==> src/design/gla_pkg.sv <==
// ----------------------------------------------------------------------------
// gla_pkg: shared types and constants for the graph level assigner
// Item layouts, command and state codes, and default sizes.
// ----------------------------------------------------------------------------
`default_nettype none

package gla_pkg;

  localparam int NODE_W  = 6;
  localparam int LEVEL_W = 6;
  localparam int DEPTH_W = 7;
  localparam int KIND_W  = 2;
  localparam int EDGE_W  = 2 * NODE_W;

  localparam int DEF_MAX_NODES = 64;
  localparam int DEF_MAX_EDGES = 256;

  localparam int QUEUE_DEPTH = 4;
  localparam int QAW         = $clog2(QUEUE_DEPTH);
  localparam int QCW         = $clog2(QUEUE_DEPTH + 1);

  localparam logic [KIND_W-1:0] KIND_NODE = 2'd0;
  localparam logic [KIND_W-1:0] KIND_EDGE = 2'd1;
  localparam logic [KIND_W-1:0] KIND_GO   = 2'd2;

  typedef struct packed {
    logic [KIND_W-1:0] kind;
    logic              has_records;
    logic [NODE_W-1:0] src_node;
    logic [NODE_W-1:0] dst_node;
  } in_item_t;

  typedef struct packed {
    logic [NODE_W-1:0]  node_index;
    logic               node_valid;
    logic [LEVEL_W-1:0] level;
    logic [DEPTH_W-1:0] depth;
    logic               overflow;
    logic               last;
  } out_item_t;

  typedef enum logic [1:0] {
    OP_NODE,
    OP_EDGE,
    OP_GO
  } cmd_op_t;

  typedef struct packed {
    cmd_op_t           op;
    logic              has_records;
    logic [NODE_W-1:0] src_node;
    logic [NODE_W-1:0] dst_node;
  } cmd_t;

  typedef struct packed {
    logic               ranked;
    logic [LEVEL_W-1:0] level;
  } node_ent_t;

  typedef enum logic [2:0] {
    ST_IDLE,
    ST_EDGE_RD,
    ST_NODE_RD,
    ST_RELAX,
    ST_PASS_END,
    ST_EMIT_RD,
    ST_EMIT_OUT
  } back_state_t;

endpackage

`default_nettype wire

==> src/design/gla_front.sv <==
// ----------------------------------------------------------------------------
// gla_front: input side of the graph level assigner
// Accepts items, classifies them into commands and queues them for the back.
// ----------------------------------------------------------------------------
`default_nettype none

module gla_front (
  input  wire logic            clk,
  input  wire logic            rst_n,
  input  wire logic            push,
  output logic                 full,
  input  wire gla_pkg::in_item_t in_item,
  output gla_pkg::cmd_t        q_cmd,
  output logic                 q_empty,
  input  wire logic            q_pop
);
  import gla_pkg::*;

  cmd_t           fifo_r [QUEUE_DEPTH];
  logic [QAW-1:0] wr_ptr_r, wr_ptr_nxt;
  logic [QAW-1:0] rd_ptr_r, rd_ptr_nxt;
  logic [QCW-1:0] cnt_r, cnt_nxt;
  cmd_t           cmd;
  logic           cmd_valid;
  logic           wr_en;
  logic           rd_en;

  always_comb begin
    cmd.has_records = in_item.has_records;
    cmd.src_node    = in_item.src_node;
    cmd.dst_node    = in_item.dst_node;
    cmd.op          = OP_NODE;
    cmd_valid       = 1'b1;
    case (in_item.kind)
      KIND_NODE: cmd.op = OP_NODE;
      KIND_EDGE: cmd.op = OP_EDGE;
      KIND_GO:   cmd.op = OP_GO;
      default:   cmd_valid = 1'b0;
    endcase
  end

  assign full    = (cnt_r == QCW'(QUEUE_DEPTH));
  assign q_empty = (cnt_r == '0);
  assign q_cmd   = fifo_r[rd_ptr_r];
  assign wr_en   = push && !full && cmd_valid;
  assign rd_en   = q_pop && !q_empty;

  always_comb begin
    wr_ptr_nxt = wr_en ? wr_ptr_r + QAW'(1) : wr_ptr_r;
    rd_ptr_nxt = rd_en ? rd_ptr_r + QAW'(1) : rd_ptr_r;
    cnt_nxt    = cnt_r;
    if (wr_en && !rd_en) begin
      cnt_nxt = cnt_r + QCW'(1);
    end else if (rd_en && !wr_en) begin
      cnt_nxt = cnt_r - QCW'(1);
    end
  end

  always_ff @(posedge clk) begin
    if (!rst_n) begin
      wr_ptr_r <= '0;
      rd_ptr_r <= '0;
      cnt_r    <= '0;
    end else begin
      wr_ptr_r <= wr_ptr_nxt;
      rd_ptr_r <= rd_ptr_nxt;
      cnt_r    <= cnt_nxt;
    end
  end

  always_ff @(posedge clk) begin
    if (wr_en) begin
      fifo_r[wr_ptr_r] <= cmd;
    end
  end

endmodule

`default_nettype wire

==> src/design/gla_back.sv <==
// ----------------------------------------------------------------------------
// gla_back: execution side of the graph level assigner
// Stores nodes and edges, relaxes levels over repeated edge passes and emits
// one result item per node, or a single item when no node is stored, through an output register.
// ----------------------------------------------------------------------------
`default_nettype none

module gla_back #(
  parameter int MAX_NODES = gla_pkg::DEF_MAX_NODES,
  parameter int MAX_EDGES = gla_pkg::DEF_MAX_EDGES
) (
  input  wire logic               clk,
  input  wire logic               rst_n,
  input  wire gla_pkg::cmd_t      q_cmd,
  input  wire logic               q_empty,
  output logic                    q_pop,
  output gla_pkg::out_item_t      out_item,
  output logic                    empty,
  input  wire logic               pop
);
  import gla_pkg::*;

  localparam int NSLOT = (MAX_NODES < (1 << NODE_W)) ? MAX_NODES : (1 << NODE_W);
  localparam int NIW   = $clog2(NSLOT);
  localparam int NCW   = $clog2(MAX_NODES + 1);
  localparam int PCW   = $clog2(MAX_NODES + 2);
  localparam int EIW   = (MAX_EDGES > 1) ? $clog2(MAX_EDGES) : 1;
  localparam int ECW   = $clog2(MAX_EDGES + 1);
  localparam int CW    = (NCW > NODE_W) ? NCW : NODE_W;

  node_ent_t           node_mem [NSLOT];
  logic [EDGE_W-1:0]   edge_mem [MAX_EDGES];

  back_state_t         state_r, state_nxt;
  logic [NCW-1:0]      node_cnt_r, node_cnt_nxt;
  logic [ECW-1:0]      edge_cnt_r, edge_cnt_nxt;
  logic                ovf_r, ovf_nxt;
  logic [ECW-1:0]      edge_idx_r, edge_idx_nxt;
  logic [PCW-1:0]      pass_r, pass_nxt;
  logic                changed_r, changed_nxt;
  logic [NCW-1:0]      emit_idx_r, emit_idx_nxt;
  logic [LEVEL_W-1:0]  max_lvl_r, max_lvl_nxt;
  logic [NSLOT-1:0]    lvl_vld_r, lvl_vld_nxt;
  logic [NODE_W-1:0]   s_r, s_nxt;
  logic [NODE_W-1:0]   d_r, d_nxt;
  logic                ok_r, ok_nxt;
  out_item_t           out_r, out_nxt;
  logic                out_vld_r, out_vld_nxt;
  logic [EDGE_W-1:0]   edge_q_r;
  node_ent_t           qa_r, qb_r;

  logic                node_we;
  logic [NIW-1:0]      node_wa;
  node_ent_t           node_wd;
  logic                edge_we;
  logic [EIW-1:0]      edge_wa;
  logic [EDGE_W-1:0]   edge_wd;
  logic [NIW-1:0]      rd_a, rd_b;

  logic [NODE_W-1:0]   e_src, e_dst;
  logic [ECW-1:0]      edge_idx_inc;
  logic [NCW-1:0]      emit_idx_inc;
  logic                slot_free;
  logic                emit_last;
  logic                pass_more;
  logic [LEVEL_W-1:0]  lvl_s, lvl_d, lvl_e;
  logic [LEVEL_W:0]    lvl_inc;
  logic                rank_ok;
  logic                relax_hit;
  logic                emit_in;
  logic                cmd_take;

  assign cmd_take     = (state_r == ST_IDLE) && !q_empty;
  assign e_src        = edge_q_r[NODE_W-1:0];
  assign e_dst        = edge_q_r[EDGE_W-1:NODE_W];
  assign edge_idx_inc = edge_idx_r + ECW'(1);
  assign emit_idx_inc = emit_idx_r + NCW'(1);
  assign slot_free    = !out_vld_r || pop;
  assign emit_last    = (node_cnt_r == '0) || (emit_idx_inc == node_cnt_r);
  assign pass_more    = changed_r && (pass_r <= PCW'(node_cnt_r));

  assign lvl_s     = lvl_vld_r[s_r[NIW-1:0]] ? qa_r.level : '0;
  assign lvl_d     = lvl_vld_r[d_r[NIW-1:0]] ? qb_r.level : '0;
  assign lvl_inc   = {1'b0, lvl_s} + (LEVEL_W + 1)'(1);
  assign rank_ok   = qb_r.ranked && (!qa_r.ranked || (s_r < d_r));
  assign relax_hit = ok_r && rank_ok && ({1'b0, lvl_d} < lvl_inc);

  assign emit_in = (CW'(emit_idx_r) < CW'(NSLOT));
  assign lvl_e   = (emit_in && lvl_vld_r[emit_idx_r[NIW-1:0]]) ? qa_r.level : '0;

  always_comb begin
    state_nxt = state_r;
    case (state_r)
      ST_IDLE: begin
        if (cmd_take && (q_cmd.op == OP_GO)) begin
          state_nxt = (edge_cnt_r == '0) ? ST_EMIT_RD : ST_EDGE_RD;
        end
      end
      ST_EDGE_RD:  state_nxt = ST_NODE_RD;
      ST_NODE_RD:  state_nxt = ST_RELAX;
      ST_RELAX:    state_nxt = (edge_idx_inc == edge_cnt_r) ? ST_PASS_END : ST_EDGE_RD;
      ST_PASS_END: state_nxt = pass_more ? ST_EDGE_RD : ST_EMIT_RD;
      ST_EMIT_RD:  state_nxt = ST_EMIT_OUT;
      ST_EMIT_OUT: begin
        if (slot_free) begin
          state_nxt = emit_last ? ST_IDLE : ST_EMIT_RD;
        end
      end
      default:     state_nxt = ST_IDLE;
    endcase
  end

  always_comb begin
    q_pop    = cmd_take;
    empty    = !out_vld_r;
    out_item = out_r;
  end

  always_comb begin
    node_cnt_nxt = node_cnt_r;
    edge_cnt_nxt = edge_cnt_r;
    ovf_nxt      = ovf_r;
    edge_idx_nxt = edge_idx_r;
    pass_nxt     = pass_r;
    changed_nxt  = changed_r;
    emit_idx_nxt = emit_idx_r;
    max_lvl_nxt  = max_lvl_r;
    lvl_vld_nxt  = lvl_vld_r;
    s_nxt        = s_r;
    d_nxt        = d_r;
    ok_nxt       = ok_r;
    out_nxt      = out_r;
    out_vld_nxt  = out_vld_r && !pop;
    node_we      = 1'b0;
    node_wa      = node_cnt_r[NIW-1:0];
    node_wd.ranked = q_cmd.has_records;
    node_wd.level  = '0;
    edge_we      = 1'b0;
    edge_wa      = edge_cnt_r[EIW-1:0];
    edge_wd      = {q_cmd.dst_node, q_cmd.src_node};
    rd_a         = emit_idx_r[NIW-1:0];
    rd_b         = emit_idx_r[NIW-1:0];
    case (state_r)
      ST_IDLE: begin
        if (cmd_take) begin
          case (q_cmd.op)
            OP_NODE: begin
              if (node_cnt_r < NCW'(MAX_NODES)) begin
                node_cnt_nxt = node_cnt_r + NCW'(1);
                node_we      = (CW'(node_cnt_r) < CW'(NSLOT));
              end else begin
                ovf_nxt = 1'b1;
              end
            end
            OP_EDGE: begin
              if (edge_cnt_r < ECW'(MAX_EDGES)) begin
                edge_cnt_nxt = edge_cnt_r + ECW'(1);
                edge_we      = 1'b1;
              end else begin
                ovf_nxt = 1'b1;
              end
            end
            OP_GO: begin
              lvl_vld_nxt  = '0;
              max_lvl_nxt  = '0;
              pass_nxt     = PCW'(1);
              changed_nxt  = 1'b0;
              edge_idx_nxt = '0;
              emit_idx_nxt = '0;
            end
            default: ;
          endcase
        end
      end
      ST_NODE_RD: begin
        s_nxt  = e_src;
        d_nxt  = e_dst;
        ok_nxt = (CW'(e_src) < CW'(node_cnt_r)) && (CW'(e_dst) < CW'(node_cnt_r)) &&
                 (e_src != e_dst);
        rd_a   = e_src[NIW-1:0];
        rd_b   = e_dst[NIW-1:0];
      end
      ST_RELAX: begin
        edge_idx_nxt = edge_idx_inc;
        if (relax_hit) begin
          node_we        = 1'b1;
          node_wa        = d_r[NIW-1:0];
          node_wd.ranked = qb_r.ranked;
          node_wd.level  = lvl_inc[LEVEL_W-1:0];
          lvl_vld_nxt[d_r[NIW-1:0]] = 1'b1;
          changed_nxt    = 1'b1;
          if (lvl_inc[LEVEL_W-1:0] > max_lvl_r) begin
            max_lvl_nxt = lvl_inc[LEVEL_W-1:0];
          end
        end
      end
      ST_PASS_END: begin
        if (pass_more) begin
          pass_nxt     = pass_r + PCW'(1);
          changed_nxt  = 1'b0;
          edge_idx_nxt = '0;
        end
      end
      ST_EMIT_OUT: begin
        if (slot_free) begin
          out_nxt.node_index = NODE_W'(emit_idx_r);
          out_nxt.node_valid = (node_cnt_r != '0);
          out_nxt.level      = lvl_e;
          out_nxt.depth      = {1'b0, max_lvl_r} + DEPTH_W'(1);
          out_nxt.overflow   = ovf_r;
          out_nxt.last       = emit_last;
          out_vld_nxt        = 1'b1;
          if (emit_last) begin
            node_cnt_nxt = '0;
            edge_cnt_nxt = '0;
            ovf_nxt      = 1'b0;
          end else begin
            emit_idx_nxt = emit_idx_inc;
          end
        end
      end
      default: ;
    endcase
  end

  always_ff @(posedge clk) begin
    if (!rst_n) begin
      state_r    <= ST_IDLE;
      node_cnt_r <= '0;
      edge_cnt_r <= '0;
      ovf_r      <= 1'b0;
      lvl_vld_r  <= '0;
      out_vld_r  <= 1'b0;
    end else begin
      state_r    <= state_nxt;
      node_cnt_r <= node_cnt_nxt;
      edge_cnt_r <= edge_cnt_nxt;
      ovf_r      <= ovf_nxt;
      lvl_vld_r  <= lvl_vld_nxt;
      out_vld_r  <= out_vld_nxt;
    end
  end

  always_ff @(posedge clk) begin
    edge_idx_r <= edge_idx_nxt;
    pass_r     <= pass_nxt;
    changed_r  <= changed_nxt;
    emit_idx_r <= emit_idx_nxt;
    max_lvl_r  <= max_lvl_nxt;
    s_r        <= s_nxt;
    d_r        <= d_nxt;
    ok_r       <= ok_nxt;
    out_r      <= out_nxt;
  end

  always_ff @(posedge clk) begin
    if (node_we) begin
      node_mem[node_wa] <= node_wd;
    end
    qa_r <= node_mem[rd_a];
    qb_r <= node_mem[rd_b];
  end

  always_ff @(posedge clk) begin
    if (edge_we) begin
      edge_mem[edge_wa] <= edge_wd;
    end
    edge_q_r <= edge_mem[edge_idx_r[EIW-1:0]];
  end

endmodule

`default_nettype wire

==> src/design/graph_level_assigner.sv <==
// ----------------------------------------------------------------------------
// graph_level_assigner: longest-path layering of a small directed graph
// Node and edge loads are taken one per cycle through a four-entry queue while it is not full.
// A go item relaxes levels in repeated passes over the stored edges, then emits a result per node
// (one item for an empty graph); each edge takes an edge read, a source and destination node read
// and, when the level rises, a level update. Reset is synchronous and clears only the state, queue
// pointers and count, node and edge counts, overflow and output valid flags and level valid bits.
// ----------------------------------------------------------------------------
`default_nettype none

module graph_level_assigner #(
  parameter int MAX_NODES = gla_pkg::DEF_MAX_NODES,
  parameter int MAX_EDGES = gla_pkg::DEF_MAX_EDGES
) (
  input  wire logic                clk,
  input  wire logic                rst_n,
  input  wire logic                push,
  output logic                     full,
  input  wire gla_pkg::in_item_t   in_item,
  output logic                     empty,
  input  wire logic                pop,
  output gla_pkg::out_item_t       out_item
);
  import gla_pkg::*;

  cmd_t q_cmd;
  logic q_empty;
  logic q_pop;

  gla_front u_front (
    .clk     (clk),
    .rst_n   (rst_n),
    .push    (push),
    .full    (full),
    .in_item (in_item),
    .q_cmd   (q_cmd),
    .q_empty (q_empty),
    .q_pop   (q_pop)
  );

  gla_back #(
    .MAX_NODES (MAX_NODES),
    .MAX_EDGES (MAX_EDGES)
  ) u_back (
    .clk      (clk),
    .rst_n    (rst_n),
    .q_cmd    (q_cmd),
    .q_empty  (q_empty),
    .q_pop    (q_pop),
    .out_item (out_item),
    .empty    (empty),
    .pop      (pop)
  );

endmodule

`default_nettype wire

==> config.mk <==
export PLATFORM = sky130hd
export DESIGN_NAME = graph_level_assigner
export DESIGN_NICKNAME = d
export VERILOG_FILES = /design/src/design/gla_pkg.sv /design/src/design/gla_front.sv /design/src/design/gla_back.sv /design/src/design/graph_level_assigner.sv
export SDC_FILE = /design/constraint.sdc
export NUM_CORES = 2
export LEC_CHECK = 0
export BUFFER_PORTS_ARGS = -buffer_cell sky130_fd_sc_hd__buf_2
export CORE_MARGIN = 1.5
export CORE_UTILIZATION = 54
export DETAILED_ROUTE_END_ITERATION = 12
export PLACE_DENSITY = 0.78
export SLEW_MARGIN = 10
export SYNTH_ARGS = -nofsm -noshare
export SYNTH_HDL_FRONTEND = slang
export SYNTH_SLANG_ARGS = --single-unit
==> constraint.sdc <==
create_clock -name clk -period 8.1 [get_ports clk]
set_input_delay 1.62 -clock clk [delete_from_list [all_inputs] [get_ports clk]]
set_output_delay 1.62 -clock clk [all_outputs]
set_load 0.02 [all_outputs]
After elaboration in Yosys (flattened, before gate mapping). Memory sizes are Yosys's and may differ from the RTL's. A register that Yosys moved wholly into a read port is not among the register bits. Cells that the tools add are included.

Register bits after elaboration: 157. Latch bits: 0. Memory bits (writable): 3580. Bits in read-only memories: 0. Bits of input ports: 19. Output and inout port bits: 24. Logic and storage cells: 223. Memories kept: 3.

Add/subtract/negate cells: 11. $mul: 0. Divide/modulo/power cells: 0. $lt $le $gt $ge: 13. Equal/unequal tests: 30. Shifts and indexed selects: 0. Muxes and demuxes: 92. Bitwise logic cells: 1. Reductions and logical operators: 50.

Memory list: u_back.edge_mem (words 256, bits a word 12, rd ports 1, clocked after memory_dff 1, wr ports 1, RTL line gla_back.sv:32) `logic [EDGE_W-1:0] edge_mem [MAX_EDGES];`; u_back.node_mem (words 64, bits a word 7, rd ports 2, clocked after memory_dff 2, wr ports 1, RTL line gla_back.sv:31) `node_ent_t node_mem [NSLOT];`; u_front.fifo_r (words 4, bits a word 15, rd ports 1, clocked after memory_dff 1, wr ports 1, RTL line gla_front.sv:19) `cmd_t fifo_r [QUEUE_DEPTH];`.

Operator list (number): 64-bit 2-to-1 mux (3); 64-bit one-hot mux with 2 select lines (1); 7-bit 2-to-1 mux (14); 9-bit 2-to-1 mux (8); 64-bit OR (1); 6-bit 2-to-1 mux (10); 7-bit one-hot mux with 2 select lines (3); 1-bit 2-to-1 mux (30); 9-bit one-hot mux with 3 select lines (1); 3-bit 2-to-1 mux (8); 7-bit by 1-bit adder with 7-bit output, second input constant (3); 6-bit by 7-bit less-than comparator with 1-bit output (3); 6-bit by 7-bit less-than comparator with 1-bit output, second input constant (3); 3-bit one-hot mux with 7 select lines (1); 9-bit by 1-bit adder with 9-bit output, second input constant (2); 1-bit binary-select mux with 6-bit select (3); 9-bit one-hot mux with 2 select lines (1); 1-bit logical AND (16); 5-bit AND reduction (3); 6-bit by 1-bit adder with 7-bit output, second input constant (2); 7-bit less-than comparator, second input constant (2); 2-bit inequality test, second input constant (7); 3-bit == test, second input constant (4); 2-bit by 1-bit inequality test with 1-bit output, second input constant (6); 36 further kinds (62).

Depth between registers and ports, before layout.
Depth after elaboration: 10. Depth in mapped cells: 24. Mapped depth without buffers: 20.

Modules after synthesis. Synthesis repeated with hierarchy kept, for this count alone.

Cells, all modules: 7316. Area, all modules: 151719.3 sq um.

Modules (own cells, without submodules): gla_back (times used 1, cells an instance 7188, area each 149035.4 sq um, seq. area each 109875.4 sq um); gla_front (times used 1, cells an instance 128, area each 2683.8 sq um, seq. area each 1981.9 sq um).

Least setup slack after synthesis. No wires, ideal clock.

Kind: register to register. Start: register u_back.s_r[2]. End: memory u_back.node_mem[0][3] (netlist bit) (data pin). Setup time: 0.681 ns. Arrival time: 6.420 ns. Required time: 7.419 ns. Slack: 0.999 ns. Cell stages (with the launch flop): 22. Path buffers: 1. Period minus slack after synthesis: 7.101 ns. Path through: edfxtp_1 -> mux4_1 -> nor2_1 -> nor4_1 -> nor3b_1 -> a31oi_1 -> o2111ai_1 -> inv_1 -> and2_1 -> ha_1 -> and3_1 -> xor2_1 -> nand2_1 -> ha_1 -> o21ai_0 -> a21oi_1 -> o311ai_0 -> o211a_1 -> maj3_2 -> o21ai_4 -> buf_2 -> nor3_1.

RTL lines: from (decl) (RTL line gla_back.sv:44) `logic [NODE_W-1:0] s_r, s_nxt;`; from (signal assigned) (RTL line gla_back.sv:250) `s_r <= s_nxt;`; to (decl) (RTL line gla_back.sv:31).

Final worst setup path.
Start: register u_back.s_r[0]. End: memory u_back.node_mem[26][0] (netlist bit) (enable).

Word-level cells in the longest chain between the ends: 10. Elaborated cells between the ends (all ways): 16. Classes of those cells: add/sub (1); order compare (2); mux (9); reduce/logical (4).

RTL lines: 1-bit binary-select mux with 6-bit select (RTL line gla_back.sv:82) `assign lvl_s = lvl_vld_r[s_r[NIW-1:0]] ? qa_r.level : '0;`; 1-bit 2-to-1 mux (implied by the code) (RTL line gla_back.sv:82); 6-bit 2-to-1 mux (RTL line gla_back.sv:82); 6-bit by 1-bit adder with 7-bit output (RTL line gla_back.sv:84) `assign lvl_inc = {1'b0, lvl_s} + (LEVEL_W + 1)'(1);`; 6-bit by 7-bit less-than comparator with 1-bit output (RTL line gla_back.sv:86) `assign relax_hit = ok_r && rank_ok && ({1'b0, lvl_d} < lvl_inc);`; 1-bit logical AND (*) (RTL line gla_back.sv:86); 1-bit 2-to-1 mux (RTL line gla_back.sv:185) `if (relax_hit) begin`; 1-bit one-hot mux with 2 select lines (RTL line gla_back.sv:143) `case (state_r)`; 1-bit 2-to-1 mux (RTL line gla_back.sv:257) `if (node_we) begin`; 1-bit 2-to-1 mux (implied by the code) (RTL line gla_back.sv:258) `node_mem[node_wa] <= node_wd;`.

Every way passes the cells marked *; elsewhere a longest branch is shown, timed or not. The select of a mux whose other input is x is not followed.

==> metrics.csv <==
stage,metric,value,unit
sta,final_hold_viol_count,0,
clocking,holdBufCountCts,0,
synth,ys.flop_type,edfxtp_1,
run_status,status,"complete, no violations",
synth,ys_warn_count,0,
sta,rsz0062_at_grt,no,
setup_path,worst_r2r_endpoint,u_back.node_mem[26][0],
global_routing,grt_pass1_vias,79000,
clocking,cts_max_path_buffers,4,
hold_path,min_path_cells,2,
sta,slew_headroom,6.51,%
sta,timing.fmax,0.144,GHz
global_routing,gr-usage-all-layers,29.1,%
placed_design,gp_congestion,0.918,
clocking,cts.reportedPaths.clkPinSlew,0.06,ns
setup_path,path_cells,buf_4 -> mux4_2 -> mux2i_1 -> nor3_1 -> nor3_1 -> nand4_1 -> o2111ai_1 -> buf_4 -> inv_1 -> and2_1 -> ha_1 -> and3_1 -> xor2_1 -> nand2_1 -> ha_1 -> o21ai_0 -> a21oi_1 -> o311ai_0 -> o211a_1 -> maj3_2 -> buf_4 -> o2111ai_4 -> a22oi_1,
global_routing,antenna_found_initial,46,
sta,tns,0,ns
synth,synthTopCellsByCount,"edfxtp_1 (3645), mux4_2 (1291), nor2_1 (352)",
flow_run,max_cap_violations,0,
global_routing,overflow,0,
floorplan,fp.dieW,534,um
synth,synth_most_common_cell,edfxtp_1,
synth,ys_types,74,
drt,drt_iter0_drc,13400,
setup_path,endpoint_kind,register,
setup_path,slowest_delay,0.81,ns
synth,synthArstFlopShare,0,%
drt,first_pass_iters,9,
setup_path,path_class,register to register,
global_routing,grt_max_degree,221,
synth,synth_top_cell_by_area,edfxtp_1,
setup_path,cp_slowest_cell,a22oi_1,
global_routing,grt_pass1_wl,593000,um
clocking,cts_sinks,3765,
sta,period_minus_slack,6.95,ns
sta,setup-violations-final,0,
sta,worst_pin_slew,1.40,ns
placed_design,dp_hpwl,223000,um
finish,final_core_util,60.5,%
clocking,cts_max_level,5,
clocking,worstSkewPairLatency,0.98,ns
clocking,cts_tree,yes,
floorplan,start_util,54.4,%
setup_path,reg2reg_slack,1.15,ns
clocking,cts_root_buf,clkbuf_16,
floorplan,io_pins,43,
finish,drive_gt1_share,28.5,%
power_and_ir_drop,p_leak,51.5,nW
drt,drc,0,
finish,nNetsFinal,7279,
placed_design,place_area,157000,sq um
synth,synth_edf_count,3645,
floorplan,fp-row-count,194,
synth,synth_cells,7082,
setup_path,crit_fanout,19,
setup_path,required,8.65,ns
setup_path,reg2reg_from,u_back.s_r[0],
drt,ant_nets,0,
power_and_ir_drop,powerDensity,359,nW/um^2
clocking,cts_resized,0,
finish,syn_to_final_growth,11.3,%
finish,finish.instance_area,169000,sq um
drt,wirelength,414000,um
synth,synth.yosys.seq_area_share,73.5,%
synth,synth_top_area_share,71.9,%
setup_path,cp_data_arrival_time,7.50,ns
setup_path,rr_worst_depth,23,
clocking,numCtsBuffers,369,
placed_design,port_buffers,42,
setup_path,cpMostUsedCell,buf_4,
hold_path,hold_path_end,u_back.lvl_vld_r[32],
floorplan,core,280000,sq um
sta,post-route-period-util,85.8,%
clocking,post_cts_buffers,0,
synth,synth-seq-cells,3765,
drt,avgRoutedWirePerCell,36.8,um
hold_path,holdCritStartpoint,u_back.lvl_vld_r[32],
drt,vias,79700,
synth,syn_nets,7149,
synth,synth.cell_area,152000,sq um
floorplan,die_area,285000,sq um
floorplan,die_h,534,um
sta,slew_viol_final,0,
hold_path,min_path_type,register to register,
sta,fin_skew,0.137,ns
drt,viasPerCell,7.08,
power_and_ir_drop,ir_drop,0.389,mV
synth,synth.avg_cell_area,21.5,sq um
setup_path,start_kind,register,
synth,ys_top_cells_by_area,"edfxtp_1 (72%), mux4_2 (19%), dfxtp_1 (1.6%)",
-- final cells by class --
type / instances / area (sq um)
tap: 3724 / 4660
clock inverter: 220 / 2400
inverter: 36 / 135
sequential: 3765 / 112000
clock buffer: 452 / 9870
fill: 18000 / 111000
antenna: 14 / 35.0
timing repair buffer: 212 / 1860
multi-input combinational: 2828 / 38500
-- routing by layer --
metal	part of all wire [%]	vias to the layer above	GRT usage [%]
met5	0.048	-	0
met4	4.8	28	12.1
met3	13	1134	7.63
met2	48	6612	45.8
met1	35	41700	39.0
li1	-	30200	-
-- state kept, by name (all words and copies together), names as in the netlist, 9 cells and up, named ones only --
| name | cells |
|---|---|
| u_back.node_mem | 448 |
| u_back.edge_q_r | 12 |
| u_back.edge_idx_r | 9 |
| u_back.out_item | 22 |
| u_back.edge_cnt_r | 9 |
| u_front.fifo_r | 60 |
| u_back.lvl_vld_r | 64 |
| u_back.edge_mem | 3072 |
-- kinds of logic (layout without fill, tap and decap cells) --
family	Yosys count	after routing	share of synthesized area, %
flops	3765	3765	73.5
buf+inv	489	920	1.38
fa+ha+maj	50	50	0.414
xor+xnor	63	63	0.390
compound gates	464	464	2.19
mux	1322	1322	19.3
other cells	0	14	0
simple gates	929	929	2.75
-- report_power, final --
group          internal [W]  switching [W]
sequential           0.0235       0.000395
combinational       0.00733         0.0117
clock                0.0101        0.00765
total                0.0410         0.0198
-- worst max-delay path by stage --
stage | start | to | slack [ns] | cells past startpoint
after global placement | u_back.s_r[0] | u_back.node_mem[26][2] | 1.38 | 23
after detailed placement | u_back.s_r[0] | u_back.node_mem[27][0] | 1.32 | 23
after floorplan | u_back.s_r[2] | u_back.node_mem[0][3] | 1.0 | 21
after global routing | u_back.s_r[0] | u_back.node_mem[26][0] | 0.89 | 23
after CTS | u_back.s_r[0] | u_back.node_mem[27][0] | 1.29 | 23
final | u_back.s_r[0] | u_back.node_mem[26][0] | 1.15 | 23
-- through the flow --
step	cells	setup slack (ns)	hold slack (ns)	power, W
after CTS	11200	1.29	0.488	0.0605
after global routing	11200	0.893	0.510	0.0620
after detailed placement	10600	1.32	0.478	0.0428
final	11300	1.15	0.495	0.0607
after floorplan	7082	0.999	0.409	0.0361
after global placement	10600	1.38	0.467	0.0424
-- layout by cell type (no fill, tap or decap), drive strengths merged, types with 52 or more instances in the layout --
master | Yosys | routed
edfxtp | 3645 | 3645
nor2 | 353 | 353
clkinv | 2 | 143
nand2 | 264 | 264
and2 | 90 | 90
o21ai | 78 | 78
o2111ai | 57 | 57
buf | 207 | 212
a211oi | 78 | 78
mux4 | 1293 | 1293
clkbuf | 246 | 452
nand3 | 91 | 91
a21oi | 61 | 61
a22oi | 52 | 52
dfxtp | 120 | 120
-- critical path, delay by kind of cell, from the launching register on --
family | cells | cell delay, ns
adders and majority gates | 3 | 1.26
DFF | 1 | 0.73
AOI/OAI and AO/OA | 7 | 1.78
buffers and inverters | 4 | 0.94
and+or+nand+nor | 6 | 1.00
muxes | 2 | 0.68
xor gates and xnor gates | 1 | 0.15
Power figures use the tool's default switching activity.
